<file path="src/tccw_pkg.sv">
// Shared types, constants and helpers of the text console cursor writer.
`timescale 1ns / 1ps
`default_nettype none

package tccw_pkg;

    localparam int COLUMNS_DEF         = 16;
    localparam int ROWS_DEF            = 8;
    localparam int FIRST_PRINTABLE_DEF = 32;

    localparam logic [1:0] KIND_CHAR = 2'd0;
    localparam logic [1:0] KIND_HEX  = 2'd1;
    localparam logic [1:0] KIND_DEC  = 2'd2;
    localparam logic [1:0] KIND_MOVE = 2'd3;

    localparam logic [7:0] CODE_NEWLINE = 8'd10;
    localparam logic [7:0] CODE_ZERO    = 8'd48;
    localparam logic [7:0] CODE_TOP     = 8'd127;

    localparam logic [3:0] HEX_LAST_IDX = 4'd7;
    localparam logic [3:0] DEC_LAST_IDX = 4'd9;
    localparam int         DIGIT_DEPTH  = 10;

    localparam logic [31:0] RECIP_TEN = 32'hCCCC_CCCD;
    localparam int          DEC_SHIFT = 35;

    typedef struct packed {
        logic accept;
        logic dec_mul;
        logic step;
        logic emit;
    } dp_cmd_t;

    typedef struct packed {
        logic last_digit;
        logic idx_zero;
    } dp_status_t;

    function automatic logic [7:0] hex_char(input logic [3:0] d);
        logic [7:0] c;
        begin
            case (d)
                4'h0: c = 8'h30;
                4'h1: c = 8'h31;
                4'h2: c = 8'h32;
                4'h3: c = 8'h33;
                4'h4: c = 8'h34;
                4'h5: c = 8'h35;
                4'h6: c = 8'h36;
                4'h7: c = 8'h37;
                4'h8: c = 8'h38;
                4'h9: c = 8'h39;
                4'hA: c = 8'h41;
                4'hB: c = 8'h42;
                4'hC: c = 8'h43;
                4'hD: c = 8'h44;
                4'hE: c = 8'h45;
                default: c = 8'h46;
            endcase
            return c;
        end
    endfunction

endpackage

`default_nettype wire

</file>
<file path="src/tccw_in_if.sv">
// Input channel interface: command words with valid/ready handshake.
`timescale 1ns / 1ps
`default_nettype none

interface tccw_in_if;
    logic        valid;
    logic        ready;
    logic [1:0]  kind;
    logic [7:0]  char_code;
    logic [31:0] number;
    logic [7:0]  pos_x;
    logic [7:0]  pos_y;

    modport source (output valid, output kind, output char_code, output number,
                     output pos_x, output pos_y, input ready);
    modport sink (input valid, input kind, input char_code, input number,
                   input pos_x, input pos_y, output ready);
endinterface

`default_nettype wire

</file>
<file path="src/tccw_out_if.sv">
// Output channel interface: glyph words with valid/ready handshake.
`timescale 1ns / 1ps
`default_nettype none

interface tccw_out_if;
    logic       valid;
    logic       ready;
    logic [6:0] glyph_index;
    logic [3:0] cell_column;
    logic [2:0] cell_row;
    logic       last;

    modport source (output valid, output glyph_index, output cell_column,
                     output cell_row, output last, input ready);
    modport sink (input valid, input glyph_index, input cell_column,
                   input cell_row, input last, output ready);
endinterface

`default_nettype wire

</file>
<file path="src/tccw_datapath.sv">
// Datapath: cursor, digit extraction, digit store and output word register.
`timescale 1ns / 1ps
`default_nettype none

module tccw_datapath #(
    parameter int COLUMNS         = tccw_pkg::COLUMNS_DEF,
    parameter int ROWS            = tccw_pkg::ROWS_DEF,
    parameter int FIRST_PRINTABLE = tccw_pkg::FIRST_PRINTABLE_DEF
) (
    input  wire logic                 clk,
    input  wire logic                 rst_n,
    input  wire tccw_pkg::dp_cmd_t    cmd,
    output tccw_pkg::dp_status_t      status,
    input  wire logic [1:0]           kind,
    input  wire logic [7:0]           char_code,
    input  wire logic [31:0]          number,
    input  wire logic [7:0]           pos_x,
    input  wire logic [7:0]           pos_y,
    output logic [6:0]                glyph_index,
    output logic [3:0]                cell_column,
    output logic [2:0]                cell_row,
    output logic                      last
);

    localparam int CW = $clog2(COLUMNS);
    localparam int RW = $clog2(ROWS);
    localparam logic [CW-1:0] COL_MAX  = CW'(COLUMNS - 1);
    localparam logic [RW-1:0] ROW_MAX  = RW'(ROWS - 1);
    localparam logic [8:0]    COL_LIM  = 9'(COLUMNS);
    localparam logic [8:0]    ROW_LIM  = 9'(ROWS);
    localparam logic [7:0]    FP_CODE  = 8'(FIRST_PRINTABLE);

    logic [CW-1:0] col_reg, col_next;
    logic [RW-1:0] row_reg, row_next;
    logic          skip_reg, skip_next;
    logic [3:0]    idx_reg, idx_next;

    logic [31:0]   num_reg;
    logic [63:0]   prod_reg;
    logic [1:0]    kind_reg;
    logic [7:0]    code_reg;
    logic [3:0]    digit_reg [tccw_pkg::DIGIT_DEPTH];
    logic [6:0]    glyph_reg;
    logic [3:0]    cellc_reg;
    logic [2:0]    cellr_reg;
    logic          last_reg;

    logic [RW-1:0] row_inc;
    logic          pos_ok;
    logic [31:0]   quot;
    logic [31:0]   mul_in;
    logic [3:0]    q10_low;
    logic [3:0]    dec_digit;
    logic [3:0]    new_digit;
    logic          last_digit;
    logic [3:0]    rd_digit;
    logic [7:0]    code;
    logic [7:0]    glyph_w;
    logic [6:0]    glyph;
    logic [7:0]    col_w;
    logic [7:0]    row_w;

    assign row_inc = (row_reg == ROW_MAX) ? '0 : row_reg + 1'b1;
    assign pos_ok  = ({1'b0, pos_x} < COL_LIM) && ({1'b0, pos_y} < ROW_LIM);

    assign quot      = 32'(prod_reg[63:tccw_pkg::DEC_SHIFT]);
    assign mul_in    = cmd.dec_mul ? num_reg : quot;
    assign q10_low   = {quot[0], 3'b000} + {quot[2:0], 1'b0};
    assign dec_digit = num_reg[3:0] - q10_low;
    assign new_digit = (kind_reg == tccw_pkg::KIND_HEX) ? num_reg[3:0] : dec_digit;

    always_comb
    begin
        if (kind_reg == tccw_pkg::KIND_HEX)
        begin
            last_digit = (num_reg[31:4] == 28'd0) || (idx_reg == tccw_pkg::HEX_LAST_IDX);
        end
        else
        begin
            last_digit = (quot == 32'd0) || (idx_reg == tccw_pkg::DEC_LAST_IDX);
        end
    end

    assign status.last_digit = last_digit;
    assign status.idx_zero   = (idx_reg == 4'd0);

    assign rd_digit = digit_reg[idx_reg];

    always_comb
    begin
        case (kind_reg)
            tccw_pkg::KIND_CHAR: code = code_reg;
            tccw_pkg::KIND_HEX:  code = tccw_pkg::hex_char(rd_digit);
            default:             code = tccw_pkg::CODE_ZERO + {4'b0000, rd_digit};
        endcase
    end

    assign glyph_w = code - FP_CODE;
    assign glyph   = (code >= FP_CODE && code <= tccw_pkg::CODE_TOP) ? glyph_w[6:0] : 7'd0;
    assign col_w   = 8'(col_reg);
    assign row_w   = 8'(row_reg);

    always_comb
    begin
        col_next  = col_reg;
        row_next  = row_reg;
        skip_next = skip_reg;
        idx_next  = idx_reg;
        if (cmd.accept)
        begin
            idx_next = 4'd0;
            if (kind == tccw_pkg::KIND_CHAR && char_code == tccw_pkg::CODE_NEWLINE)
            begin
                if (skip_reg)
                begin
                    skip_next = 1'b0;
                end
                else
                begin
                    col_next = '0;
                    row_next = row_inc;
                end
            end
            else if (kind == tccw_pkg::KIND_MOVE && pos_ok)
            begin
                col_next = pos_x[CW-1:0];
                row_next = pos_y[RW-1:0];
            end
        end
        else if (cmd.step)
        begin
            if (!last_digit)
            begin
                idx_next = idx_reg + 4'd1;
            end
        end
        else if (cmd.emit)
        begin
            if (idx_reg != 4'd0)
            begin
                idx_next = idx_reg - 4'd1;
            end
            if (col_reg == COL_MAX)
            begin
                col_next  = '0;
                row_next  = row_inc;
                skip_next = 1'b1;
            end
            else
            begin
                col_next  = col_reg + 1'b1;
                skip_next = 1'b0;
            end
        end
    end

    always_ff @(posedge clk or negedge rst_n)
    begin
        if (!rst_n)
        begin
            col_reg  <= '0;
            row_reg  <= '0;
            skip_reg <= 1'b0;
            idx_reg  <= 4'd0;
        end
        else
        begin
            col_reg  <= col_next;
            row_reg  <= row_next;
            skip_reg <= skip_next;
            idx_reg  <= idx_next;
        end
    end

    always_ff @(posedge clk)
    begin
        if (cmd.accept)
        begin
            kind_reg <= kind;
            code_reg <= char_code;
            num_reg  <= number;
        end
        else if (cmd.step)
        begin
            num_reg <= (kind_reg == tccw_pkg::KIND_HEX) ? (num_reg >> 4) : quot;
        end
        if (cmd.dec_mul || cmd.step)
        begin
            prod_reg <= mul_in * tccw_pkg::RECIP_TEN;
        end
        if (cmd.step)
        begin
            digit_reg[idx_reg] <= new_digit;
        end
        if (cmd.emit)
        begin
            glyph_reg <= glyph;
            cellc_reg <= col_w[3:0];
            cellr_reg <= row_w[2:0];
            last_reg  <= (idx_reg == 4'd0);
        end
    end

    assign glyph_index = glyph_reg;
    assign cell_column = cellc_reg;
    assign cell_row    = cellr_reg;
    assign last        = last_reg;

endmodule

`default_nettype wire

</file>
<file path="src/tccw_ctrl.sv">
// Controller: sequences accept, digit extraction and glyph emission.
`timescale 1ns / 1ps
`default_nettype none

module tccw_ctrl (
    input  wire logic                  clk,
    input  wire logic                  rst_n,
    input  wire logic                  in_valid,
    input  wire logic [1:0]            kind,
    input  wire logic [7:0]            char_code,
    output logic                       in_ready,
    input  wire logic                  out_ready,
    output logic                       out_valid,
    output tccw_pkg::dp_cmd_t          cmd,
    input  wire tccw_pkg::dp_status_t  status
);

    localparam logic [2:0] ST_IDLE = 3'd0;
    localparam logic [2:0] ST_HEX  = 3'd1;
    localparam logic [2:0] ST_DMUL = 3'd2;
    localparam logic [2:0] ST_DEC  = 3'd3;
    localparam logic [2:0] ST_EMIT = 3'd4;

    logic [2:0] state_reg, state_next;
    logic       out_valid_reg, out_valid_next;
    logic       accept;
    logic       slot_free;

    assign in_ready  = (state_reg == ST_IDLE);
    assign accept    = in_valid && in_ready;
    assign slot_free = !out_valid_reg || out_ready;

    always_comb
    begin
        cmd            = '0;
        state_next     = state_reg;
        out_valid_next = out_valid_reg && !out_ready;
        case (state_reg)
            ST_IDLE:
            begin
                if (accept)
                begin
                    cmd.accept = 1'b1;
                    case (kind)
                        tccw_pkg::KIND_CHAR:
                        begin
                            if (char_code != tccw_pkg::CODE_NEWLINE)
                            begin
                                state_next = ST_EMIT;
                            end
                        end
                        tccw_pkg::KIND_HEX: state_next = ST_HEX;
                        tccw_pkg::KIND_DEC: state_next = ST_DMUL;
                        default:            state_next = ST_IDLE;
                    endcase
                end
            end
            ST_HEX, ST_DEC:
            begin
                cmd.step = 1'b1;
                if (status.last_digit)
                begin
                    state_next = ST_EMIT;
                end
            end
            ST_DMUL:
            begin
                cmd.dec_mul = 1'b1;
                state_next  = ST_DEC;
            end
            ST_EMIT:
            begin
                if (slot_free)
                begin
                    cmd.emit       = 1'b1;
                    out_valid_next = 1'b1;
                    if (status.idx_zero)
                    begin
                        state_next = ST_IDLE;
                    end
                end
            end
            default:
            begin
                state_next = ST_IDLE;
            end
        endcase
    end

    always_ff @(posedge clk or negedge rst_n)
    begin
        if (!rst_n)
        begin
            state_reg     <= ST_IDLE;
            out_valid_reg <= 1'b0;
        end
        else
        begin
            state_reg     <= state_next;
            out_valid_reg <= out_valid_next;
        end
    end

    assign out_valid = out_valid_reg;

    a_emit_fills: assert property (@(posedge clk) disable iff (!rst_n)
        state_reg == ST_EMIT && !out_valid_reg |=> out_valid_reg)
        else $error("emit state did not load the output word");

    a_hex_start: assert property (@(posedge clk) disable iff (!rst_n)
        accept && kind == tccw_pkg::KIND_HEX |=> state_reg == ST_HEX)
        else $error("hex item did not start digit extraction");

    a_dmul_dec: assert property (@(posedge clk) disable iff (!rst_n)
        state_reg == ST_DMUL |=> state_reg == ST_DEC)
        else $error("decimal multiply not followed by digit steps");

    a_last_idle: assert property (@(posedge clk) disable iff (!rst_n)
        cmd.emit && status.idx_zero |=> state_reg == ST_IDLE && out_valid_reg)
        else $error("final glyph did not return controller to idle");

endmodule

`default_nettype wire

</file>
<file path="src/text_console_cursor_writer_core.sv">
// Top level of the text console cursor writer.
// Flow: a character goes to the emit state, which loads its glyph word into the output
//   register; a hex number first extracts its digits, a decimal one first multiplies by
//   the reciprocal of ten; digits come one per cycle, glyph words one per cycle while the
//   output is ready. A new item is taken only in idle, once the previous one is done.
// Reset: cursor at column 0 row 0, newline skip cleared, output register empty.
`timescale 1ns / 1ps
`default_nettype none

module text_console_cursor_writer_core #(
    parameter int COLUMNS         = tccw_pkg::COLUMNS_DEF,
    parameter int ROWS            = tccw_pkg::ROWS_DEF,
    parameter int FIRST_PRINTABLE = tccw_pkg::FIRST_PRINTABLE_DEF
) (
    input  wire logic   clk,
    input  wire logic   rst_n,
    tccw_in_if.sink     in_ch,
    tccw_out_if.source  out_ch
);

    tccw_pkg::dp_cmd_t    cmd;
    tccw_pkg::dp_status_t status;
    logic                 in_ready;
    logic                 out_valid;
    logic [6:0]           glyph_index;
    logic [3:0]           cell_column;
    logic [2:0]           cell_row;
    logic                 last;

    tccw_ctrl u_ctrl (
        .clk       (clk),
        .rst_n     (rst_n),
        .in_valid  (in_ch.valid),
        .kind      (in_ch.kind),
        .char_code (in_ch.char_code),
        .in_ready  (in_ready),
        .out_ready (out_ch.ready),
        .out_valid (out_valid),
        .cmd       (cmd),
        .status    (status)
    );

    tccw_datapath #(
        .COLUMNS         (COLUMNS),
        .ROWS            (ROWS),
        .FIRST_PRINTABLE (FIRST_PRINTABLE)
    ) u_datapath (
        .clk         (clk),
        .rst_n       (rst_n),
        .cmd         (cmd),
        .status      (status),
        .kind        (in_ch.kind),
        .char_code   (in_ch.char_code),
        .number      (in_ch.number),
        .pos_x       (in_ch.pos_x),
        .pos_y       (in_ch.pos_y),
        .glyph_index (glyph_index),
        .cell_column (cell_column),
        .cell_row    (cell_row),
        .last        (last)
    );

    assign in_ch.ready        = in_ready;
    assign out_ch.valid       = out_valid;
    assign out_ch.glyph_index = glyph_index;
    assign out_ch.cell_column = cell_column;
    assign out_ch.cell_row    = cell_row;
    assign out_ch.last        = last;

endmodule

`default_nettype wire

</file>
<file path="src/flat_wrapper.sv">
// flat-port wrapper written by rule: the top's interface ports become plain ports
module text_console_cursor_writer_core_flat 
#(
    parameter int COLUMNS         = tccw_pkg::COLUMNS_DEF,
    parameter int ROWS            = tccw_pkg::ROWS_DEF,
    parameter int FIRST_PRINTABLE = tccw_pkg::FIRST_PRINTABLE_DEF
)
  (clk, rst_n, in_ch_valid, in_ch_kind, in_ch_char_code, in_ch_number, in_ch_pos_x, in_ch_pos_y, in_ch_ready, out_ch_valid, out_ch_glyph_index, out_ch_cell_column, out_ch_cell_row, out_ch_last, out_ch_ready);
  tccw_in_if in_ch_i ();
  tccw_out_if out_ch_i ();
  input  wire logic clk;
  input  wire logic rst_n;
  input wire logic [$bits(in_ch_i.valid)-1:0] in_ch_valid;
  input wire logic [$bits(in_ch_i.kind)-1:0] in_ch_kind;
  input wire logic [$bits(in_ch_i.char_code)-1:0] in_ch_char_code;
  input wire logic [$bits(in_ch_i.number)-1:0] in_ch_number;
  input wire logic [$bits(in_ch_i.pos_x)-1:0] in_ch_pos_x;
  input wire logic [$bits(in_ch_i.pos_y)-1:0] in_ch_pos_y;
  output wire logic [$bits(in_ch_i.ready)-1:0] in_ch_ready;
  output wire logic [$bits(out_ch_i.valid)-1:0] out_ch_valid;
  output wire logic [$bits(out_ch_i.glyph_index)-1:0] out_ch_glyph_index;
  output wire logic [$bits(out_ch_i.cell_column)-1:0] out_ch_cell_column;
  output wire logic [$bits(out_ch_i.cell_row)-1:0] out_ch_cell_row;
  output wire logic [$bits(out_ch_i.last)-1:0] out_ch_last;
  input wire logic [$bits(out_ch_i.ready)-1:0] out_ch_ready;
  assign in_ch_i.valid = in_ch_valid;
  assign in_ch_i.kind = in_ch_kind;
  assign in_ch_i.char_code = in_ch_char_code;
  assign in_ch_i.number = in_ch_number;
  assign in_ch_i.pos_x = in_ch_pos_x;
  assign in_ch_i.pos_y = in_ch_pos_y;
  assign in_ch_ready = in_ch_i.ready;
  assign out_ch_valid = out_ch_i.valid;
  assign out_ch_glyph_index = out_ch_i.glyph_index;
  assign out_ch_cell_column = out_ch_i.cell_column;
  assign out_ch_cell_row = out_ch_i.cell_row;
  assign out_ch_last = out_ch_i.last;
  assign out_ch_i.ready = out_ch_ready;
  text_console_cursor_writer_core #(.COLUMNS(COLUMNS), .ROWS(ROWS), .FIRST_PRINTABLE(FIRST_PRINTABLE)) u_core (.clk(clk), .rst_n(rst_n), .in_ch(in_ch_i), .out_ch(out_ch_i));
endmodule
</file>
<file path="config.mk">
export PLATFORM = sky130hd
export DESIGN_NAME = text_console_cursor_writer_core_flat
export DESIGN_NICKNAME = d
export VERILOG_FILES = /design/src/tccw_pkg.sv /design/src/tccw_in_if.sv /design/src/tccw_out_if.sv /design/src/tccw_datapath.sv /design/src/tccw_ctrl.sv /design/src/text_console_cursor_writer_core.sv /design/src/flat_wrapper.sv
export SDC_FILE = /design/constraint.sdc
export NUM_CORES = 1
export LEC_CHECK = 0
export ABC_AREA = 1
export BUFFER_PORTS_ARGS = -buffer_cell sky130_fd_sc_hd__buf_2
export CORE_AREA = 2 2 291 293
export CTS_CLUSTER_SIZE = 14
export DETAILED_ROUTE_END_ITERATION = 7
export DIE_AREA = 0 0 293 295
export PLACE_DENSITY = 0.55
export SKIP_LAST_GASP = 1
export SYNTH_ARGS = -nofsm -noshare
export SYNTH_HDL_FRONTEND = slang
export SYNTH_SLANG_ARGS = --single-unit
</file>
<file path="constraint.sdc">
create_clock -name clk -period 7 [get_ports clk]
set_input_delay 0.35 -clock clk [delete_from_list [all_inputs] [get_ports clk]]
set_output_delay 0.35 -clock clk [all_outputs]
set_load 0.005 [all_outputs]
</file>
==> results of run 1 <==
==> metrics by stage <==
stage / area [sq um] / setup TNS, ns
3_3_place_gp: 29200 / -11.14
4_1_cts: 30600 / -0.356
6_report: 32300 / -0.00537
3_5_place_dp: 29200 / -10.08
5_1_grt: 32300 / -3.68
2_1_floorplan: 24700 / 0
==> cell usage after synthesis (all sizes together) (2+ instances only) <==
master | instances | area, sq um
a211oi | 5 | 37.5
a21boi | 5 | 37.5
a21o | 14 | 105
a21oi | 110 | 562
a22oi | 8 | 60.1
a31oi | 33 | 213
buf | 10 | 46.3
clkbuf | 16 | 60.1
dfrtp | 16 | 400
edfxtp | 126 | 3780
fa | 386 | 7730
ha | 351 | 4390
inv | 703 | 2640
nand2 | 420 | 1590
nand3 | 67 | 340
nand3b | 2 | 15.0
nand4 | 9 | 56.3
nor2 | 221 | 873
nor3 | 17 | 85.1
nor4 | 19 | 119
o2111ai | 2 | 17.5
o211ai | 6 | 45.0
o21a | 5 | 37.5
o21ai | 97 | 493
o21bai | 16 | 120
o22ai | 4 | 25.0
o31ai | 5 | 37.5
or2 | 6 | 37.5
xnor2 | 23 | 201
xor2 | 61 | 534
==> final cells by class <==
type                            count  area (sq um)  share of cell area, %
Antenna cell                        2          5.00                 0.0155
Clock buffer                       22           497                   1.54
Clock inverter                     10           101                  0.314
Inverter                          704          2660                   8.23
Multi-Input combinational cell   1895         19900                   61.6
Sequential cell                   142          4180                   13.0
Tap cell                         1080          1350                   4.19
Timing Repair Buffer              482          3590                   11.1
==> per-layer routing <==
layer  global-route usage, %  vias up  wire, um
li1                        -     9587         -
met1                    26.8     9974     37900
met2                    34.2      573     41900
met3                    4.92      112      5900
met4                    6.55        2      2680
met5                       0        -         9
==> worst register-to-register path, delay by kind of cell, from the launching register on <==
kind,cells,cell delay [ns]
fa+ha+maj,9,3.73
simple gates,13,1.64
buf+inv,7,0.74
flops,1,0.41
xor+xnor,1,0.19
compound gates,1,0.07
==> cells by family (layout without fill, tap and decap cells) <==
logic type,after synthesis,count (layout)
compound gates,312,312
xor+xnor,84,84
fa+ha+maj,737,737
buf+inv,730,1218
flops,142,142
mux,1,1
other cells,0,2
simple gates,761,761
==> cells in the final DEF (no fill, tap or decap), types with 8 or more instances in the layout <==
| master | synthesis | final |
|---|---|---|
| o21ai_4 | 0 | 9 |
| dfrtp_1 | 16 | 16 |
| fa_2 | 0 | 26 |
| nor4_1 | 19 | 16 |
| a21oi_2 | 0 | 33 |
| edfxtp_1 | 126 | 126 |
| nand4_1 | 9 | 9 |
| buf_6 | 0 | 11 |
| nand2_1 | 416 | 346 |
| o21ai_1 | 5 | 21 |
| a21oi_1 | 109 | 62 |
| nor2_4 | 2 | 24 |
| inv_1 | 697 | 659 |
| o21ai_2 | 2 | 25 |
| nand3_1 | 66 | 56 |
| nor2_1 | 213 | 161 |
| o21ai_0 | 90 | 42 |
| xor2_1 | 61 | 52 |
| a21o_1 | 14 | 14 |
| nor3_1 | 17 | 12 |
| fa_1 | 386 | 360 |
| inv_2 | 5 | 40 |
| nand2_2 | 4 | 53 |
| o21bai_1 | 16 | 11 |
| xnor2_1 | 23 | 19 |
| clkbuf_16 | 0 | 20 |
| a22oi_1 | 8 | 8 |
| nand2_4 | 0 | 21 |
| buf_2 | 7 | 78 |
| nor2_2 | 5 | 35 |
| ha_1 | 351 | 289 |
| ha_4 | 0 | 56 |
| a21oi_4 | 1 | 15 |
| a31oi_1 | 32 | 32 |
| nand3_2 | 1 | 10 |
| buf_4 | 0 | 383 |
==> worst paths after layout <==
check	startpoint	endpoint	slack, ns	cells after the start
worst max register to register	u_core.u_ctrl.state_reg[2]$_DFFE_PN0P_	u_core.u_datapath.prod_reg[56]$_DFFE_PP_	-0.003	31
max in group asynchronous	rst_n	u_core.u_datapath.idx_reg[1]$_DFFE_PN0P_	6.32	2
worst min register to register	u_core.u_datapath.row_reg[1]$_DFFE_PN0P_	u_core.u_datapath.cell_row[1]$_DFFE_PP_	0.48	0
worst max-delay path	u_core.u_ctrl.state_reg[2]$_DFFE_PN0P_	u_core.u_datapath.prod_reg[56]$_DFFE_PP_	-0.003	31
worst min-delay path	in_ch_char_code[7]	u_core.u_datapath.code_reg[7]$_DFFE_PP_	0.08	1
min in group asynchronous	rst_n	u_core.u_ctrl.out_valid$_DFF_PN0_	0.37	2
==> what timing repair did <==
item,in CTS,in global routing
hold buffers,1,0
hold endpoints to repair,16,0
gates cloned,1,1
setup endpoints to repair,29,29
buffers inserted,6,26
pin swaps,27,126
gates resized for setup,159,364
==> metrics.txt, run 1 <==
Die Area 86400 sq um; Post-DP HPWL 77600 um; post-route worst setup slack -0.00335 ns; fin. max-slew vios 0; Critical Path AT 7.21 ns; Worst EP required 7.21 ns; Placer Congestion 0.975; synthesized instance count 2767; largest net degree at the start of global routing 69; Slew Limit Headroom 31.8%; XOR/XNOR share of the synthesized area 2.98%; ys flop type edfxtp_1; Post-Synth Simple-Gate Area 12.6%; Root Buffer clkbuf_16; Clk pin slew, worst setup/hold paths 0.07 ns; adder-cell area share of the yosys netlist 49.0%; FILL cells 8260; number of enable flip-flop cells after synthesis 126; # port buffers 78; DRT Pass-1 Iters 6; vias per cell 4.67; GRT Total Usage 20.7%; crit path kind reg -> reg; worst-case clock buffer depth 2; max reg flops 40; FP Rows 106; compound-gate portion of the synthesized area 7.31%; P&R area growth vs syn 30.5%; status complete, but fails checks; synthesis-stage register bit count 142; sequential share of the synthesized area 16.9%; RSZ-0062 raised after global routing true; Critical path buffers and inverters 7; main combinational cell family by area after synthesis adder cells; multiplexer area fraction after synthesis 0.0405%; 1st-iter DRT viols 1382; Antenna Violating Nets Remaining 0; DIE HEIGHT 295 um; Die W 293 um; final wirelength 88400 um; DRC 0; fraction of layout instances using a drive strength above 1 27.9%; final hold violations 0; # IOs 79; Hold WC Path Type in -> reg; # nets final 4041; Critical Path Most Common Cell fa_1; synth unique cells 47; max frequency 0.143 GHz; CTS Sinks 142; core box area 83200 sq um; # placed instances 4269; vias in the first global route 21190; CP max stage delay 0.60 ns; routed length per instance 20.4 um; later-pin clock latency in the skew report 0.46 ns; CP delay by family, top adder cells; failing checks setup timing; skew final 0.0176 ns; Avg Inst Size Synth 8.93 sq um; FFs w/ async S/R, synth 11.3%; CP endpoint kind flop; via count 20248; Num CTS Buffers 17; fin crit share 100%; first-pass GRT wire length 131000 um; Period minus WS final 7.00 ns; Initial Utilization 29.7%; Hold Slack 0.0811 ns; mapped cell area 24700 sq um; initial antenna violation count 2; DP Worst Slack -0.531 ns; TritonCTS clock tree built; H-tree levels 4; gr ovfl total 0; final setup violating endpoints 2; Startpoint Class flop; crit-path max FO 11; Worst path slowest cell fa_2; synth warn 0; Max Cap Viol 0; Finished Core Util 38.8%; Slew @ Worst Pin 1.02 ns; Final Non-Filler Cells 4337; Post-Syn Nets 3566
Power of run 1 is not shown: default switching activity piles up to over one toggle a cycle in this logic, so the estimate is an artifact.
==> inputs of run 2 (changes only) <==
Settings changed: CORE_AREA 2 2 291 293 to 2 2 269 271, DIE_AREA 0 0 293 295 to 0 0 271 273, PLACE_DENSITY 0.55 to 0.6.
==> run 2 against run 1 <==
Largest cell class unchanged. Flip-flop and latch count did not move. Wire length fell by 2.8%. First-iteration DRC count rose by 8.0%. Critical path type unchanged. Utilization rose by 5.2 points. Cell area fell by 3.2%. The run still ends with setup timing left. Die area fell by 14%. Register-to-register slack got worse by 0.11 ns. Cell count fell by 3.5%. Global-route usage rose by 3.0 points.
==> metrics.txt, run 2 (synthesized netlist as in run 1, its figures left out) <==
status complete, but fails checks; failing checks setup timing; final setup violating endpoints 6; final hold violations 0; most frequent cells in the layout inv_1 (673), fa_1 (370), buf_4 (370); multi-input logic area 19200 sq um; worst-case clock buffer depth 2; DRC 0; initial antenna violation count 5; Num CTS Buffers 17; # IOs 79; fraction of layout instances using a drive strength above 1 24.2%; Root Buffer clkbuf_16; fin. max-slew vios 0; FP Rows 98; Final Non-Filler Cells 4185; core box area 71000 sq um; Die Area 74000 sq um; P&R area growth vs syn 26.4%; DIE HEIGHT 273 um; most common cell after layout, fill and taps aside inv_1; TritonCTS clock tree built; # nets final 4018; Max Cap Viol 0; max reg flops 40; Worst path slowest cell fa_2; # port buffers 78; Critical Path Most Common Cell fa_1; Hold WC Path Type in -> reg; fin crit share 102%; CP endpoint kind flop; Placer Congestion 1.02; Die W 271 um; DRT Pass-1 Iters 6; gr ovfl total 0; Clk pin slew, worst setup/hold paths 0.07 ns; max frequency 0.141 GHz; first-pass GRT wire length 129000 um; Post-DP HPWL 75600 um; vias in the first global route 21306; H-tree levels 4; later-pin clock latency in the skew report 0.48 ns; Slew @ Worst Pin 1.15 ns; largest net degree at the start of global routing 69; Worst EP required 7.21 ns; RSZ-0062 raised after global routing true; # placed instances 4129; post-route worst setup slack -0.115 ns; Antenna Violating Nets Remaining 0; crit-path max FO 6; routed length per instance 20.5 um; Slew Limit Headroom 22.8%; final wirelength 85900 um; vias per cell 4.80; FILL cells 6903; CP max stage delay 0.58 ns; FF/Latch Area 4180 sq um; via count 20107; crit path kind reg -> reg; Startpoint Class flop; CTS Sinks 142; 1st-iter DRT viols 1492; skew final 0.0272 ns; GRT Total Usage 23.8%; Initial Utilization 34.8%; Critical Path AT 7.33 ns; Period minus WS final 7.11 ns
run 2: timing repair:
| item | 4_1_cts | 5_1_grt |
|---|---|---|
| gates cloned | 0 | 2 |
| pin swaps | 26 | 68 |
| resized for setup | 110 | 246 |
| setup endpoints to repair | 29 | 29 |
| hold buffers | 1 | 0 |
| hold endpoints to repair | 16 | 0 |
| buffers inserted | 8 | 10 |
run 2: layout make-up:
type                       count  share of cell area [%]
tap                          950                    3.80
clock inverter                15                   0.721
clock buffer                  17                    1.36
timing repair buffer         459                    10.7
inverter                     704                    8.48
multi-input combinational   1895                    61.5
sequential                   142                    13.4
antenna                        3                  0.0240
run 2: final timing paths:
path / from / to / slack (ns) / cells after the start
min in group asynchronous: rst_n / u_core.u_datapath.idx_reg[1]$_DFFE_PN0P_ / 0.35 / 2
max in group asynchronous: rst_n / u_core.u_datapath.row_reg[0]$_DFFE_PN0P_ / 6.33 / 2
max reg2reg: u_core.u_ctrl.state_reg[0]$_DFFE_PN0P_ / u_core.u_datapath.prod_reg[48]$_DFFE_PP_ / -0.11 / 30
min: in_ch_char_code[3] / u_core.u_datapath.code_reg[3]$_DFFE_PP_ / 0.08 / 1
min reg2reg: u_core.u_datapath.row_reg[2]$_DFFE_PN0P_ / u_core.u_datapath.cell_row[2]$_DFFE_PP_ / 0.49 / 0
max: u_core.u_ctrl.state_reg[0]$_DFFE_PN0P_ / u_core.u_datapath.prod_reg[48]$_DFFE_PP_ / -0.11 / 30
run 2: critical path: cells and delay by family, from the launching register on:
| kind | cells | cell delay [ns] |
|---|---|---|
| adder cells (fa/ha/maj) | 9 | 3.75 |
| AND/OR/NAND/NOR | 13 | 1.85 |
| flip-flops | 1 | 0.41 |
| XOR/XNOR | 1 | 0.19 |
| buffers and inverters | 6 | 0.59 |
| AO/OA/AOI/OAI | 1 | 0.08 |
run 2: per-stage QoR:
step                TNS [ns]  instance area [sq um]  hold slack, ns  setup slack (ns)  utilization [%]
finish                -0.414                  31200          0.0767            -0.115             44.0
global placement       -9.74                  28900           0.317            -0.518             40.8
floorplan                  0                  24700          0.0544            0.0291                -
detailed placement    -10.00                  28900           0.320            -0.550             40.8
CTS                   -0.212                  30100          0.0601           -0.0623             42.4
global route           -5.74                  31200          0.0717            -0.340             44.0
run 2: layer usage:
metal | GRT usage, % | part of all wire (%) | vias to the layer above
li1 | - | - | 9546
met3 | 8.42 | 10 | 117
met4 | 6.46 | 2.8 | 4
met1 | 30.3 | 41 | 9721
met5 | 0 | 0.023 | -
met2 | 38.2 | 46 | 719
Power of run 2 is left out for the same reason.
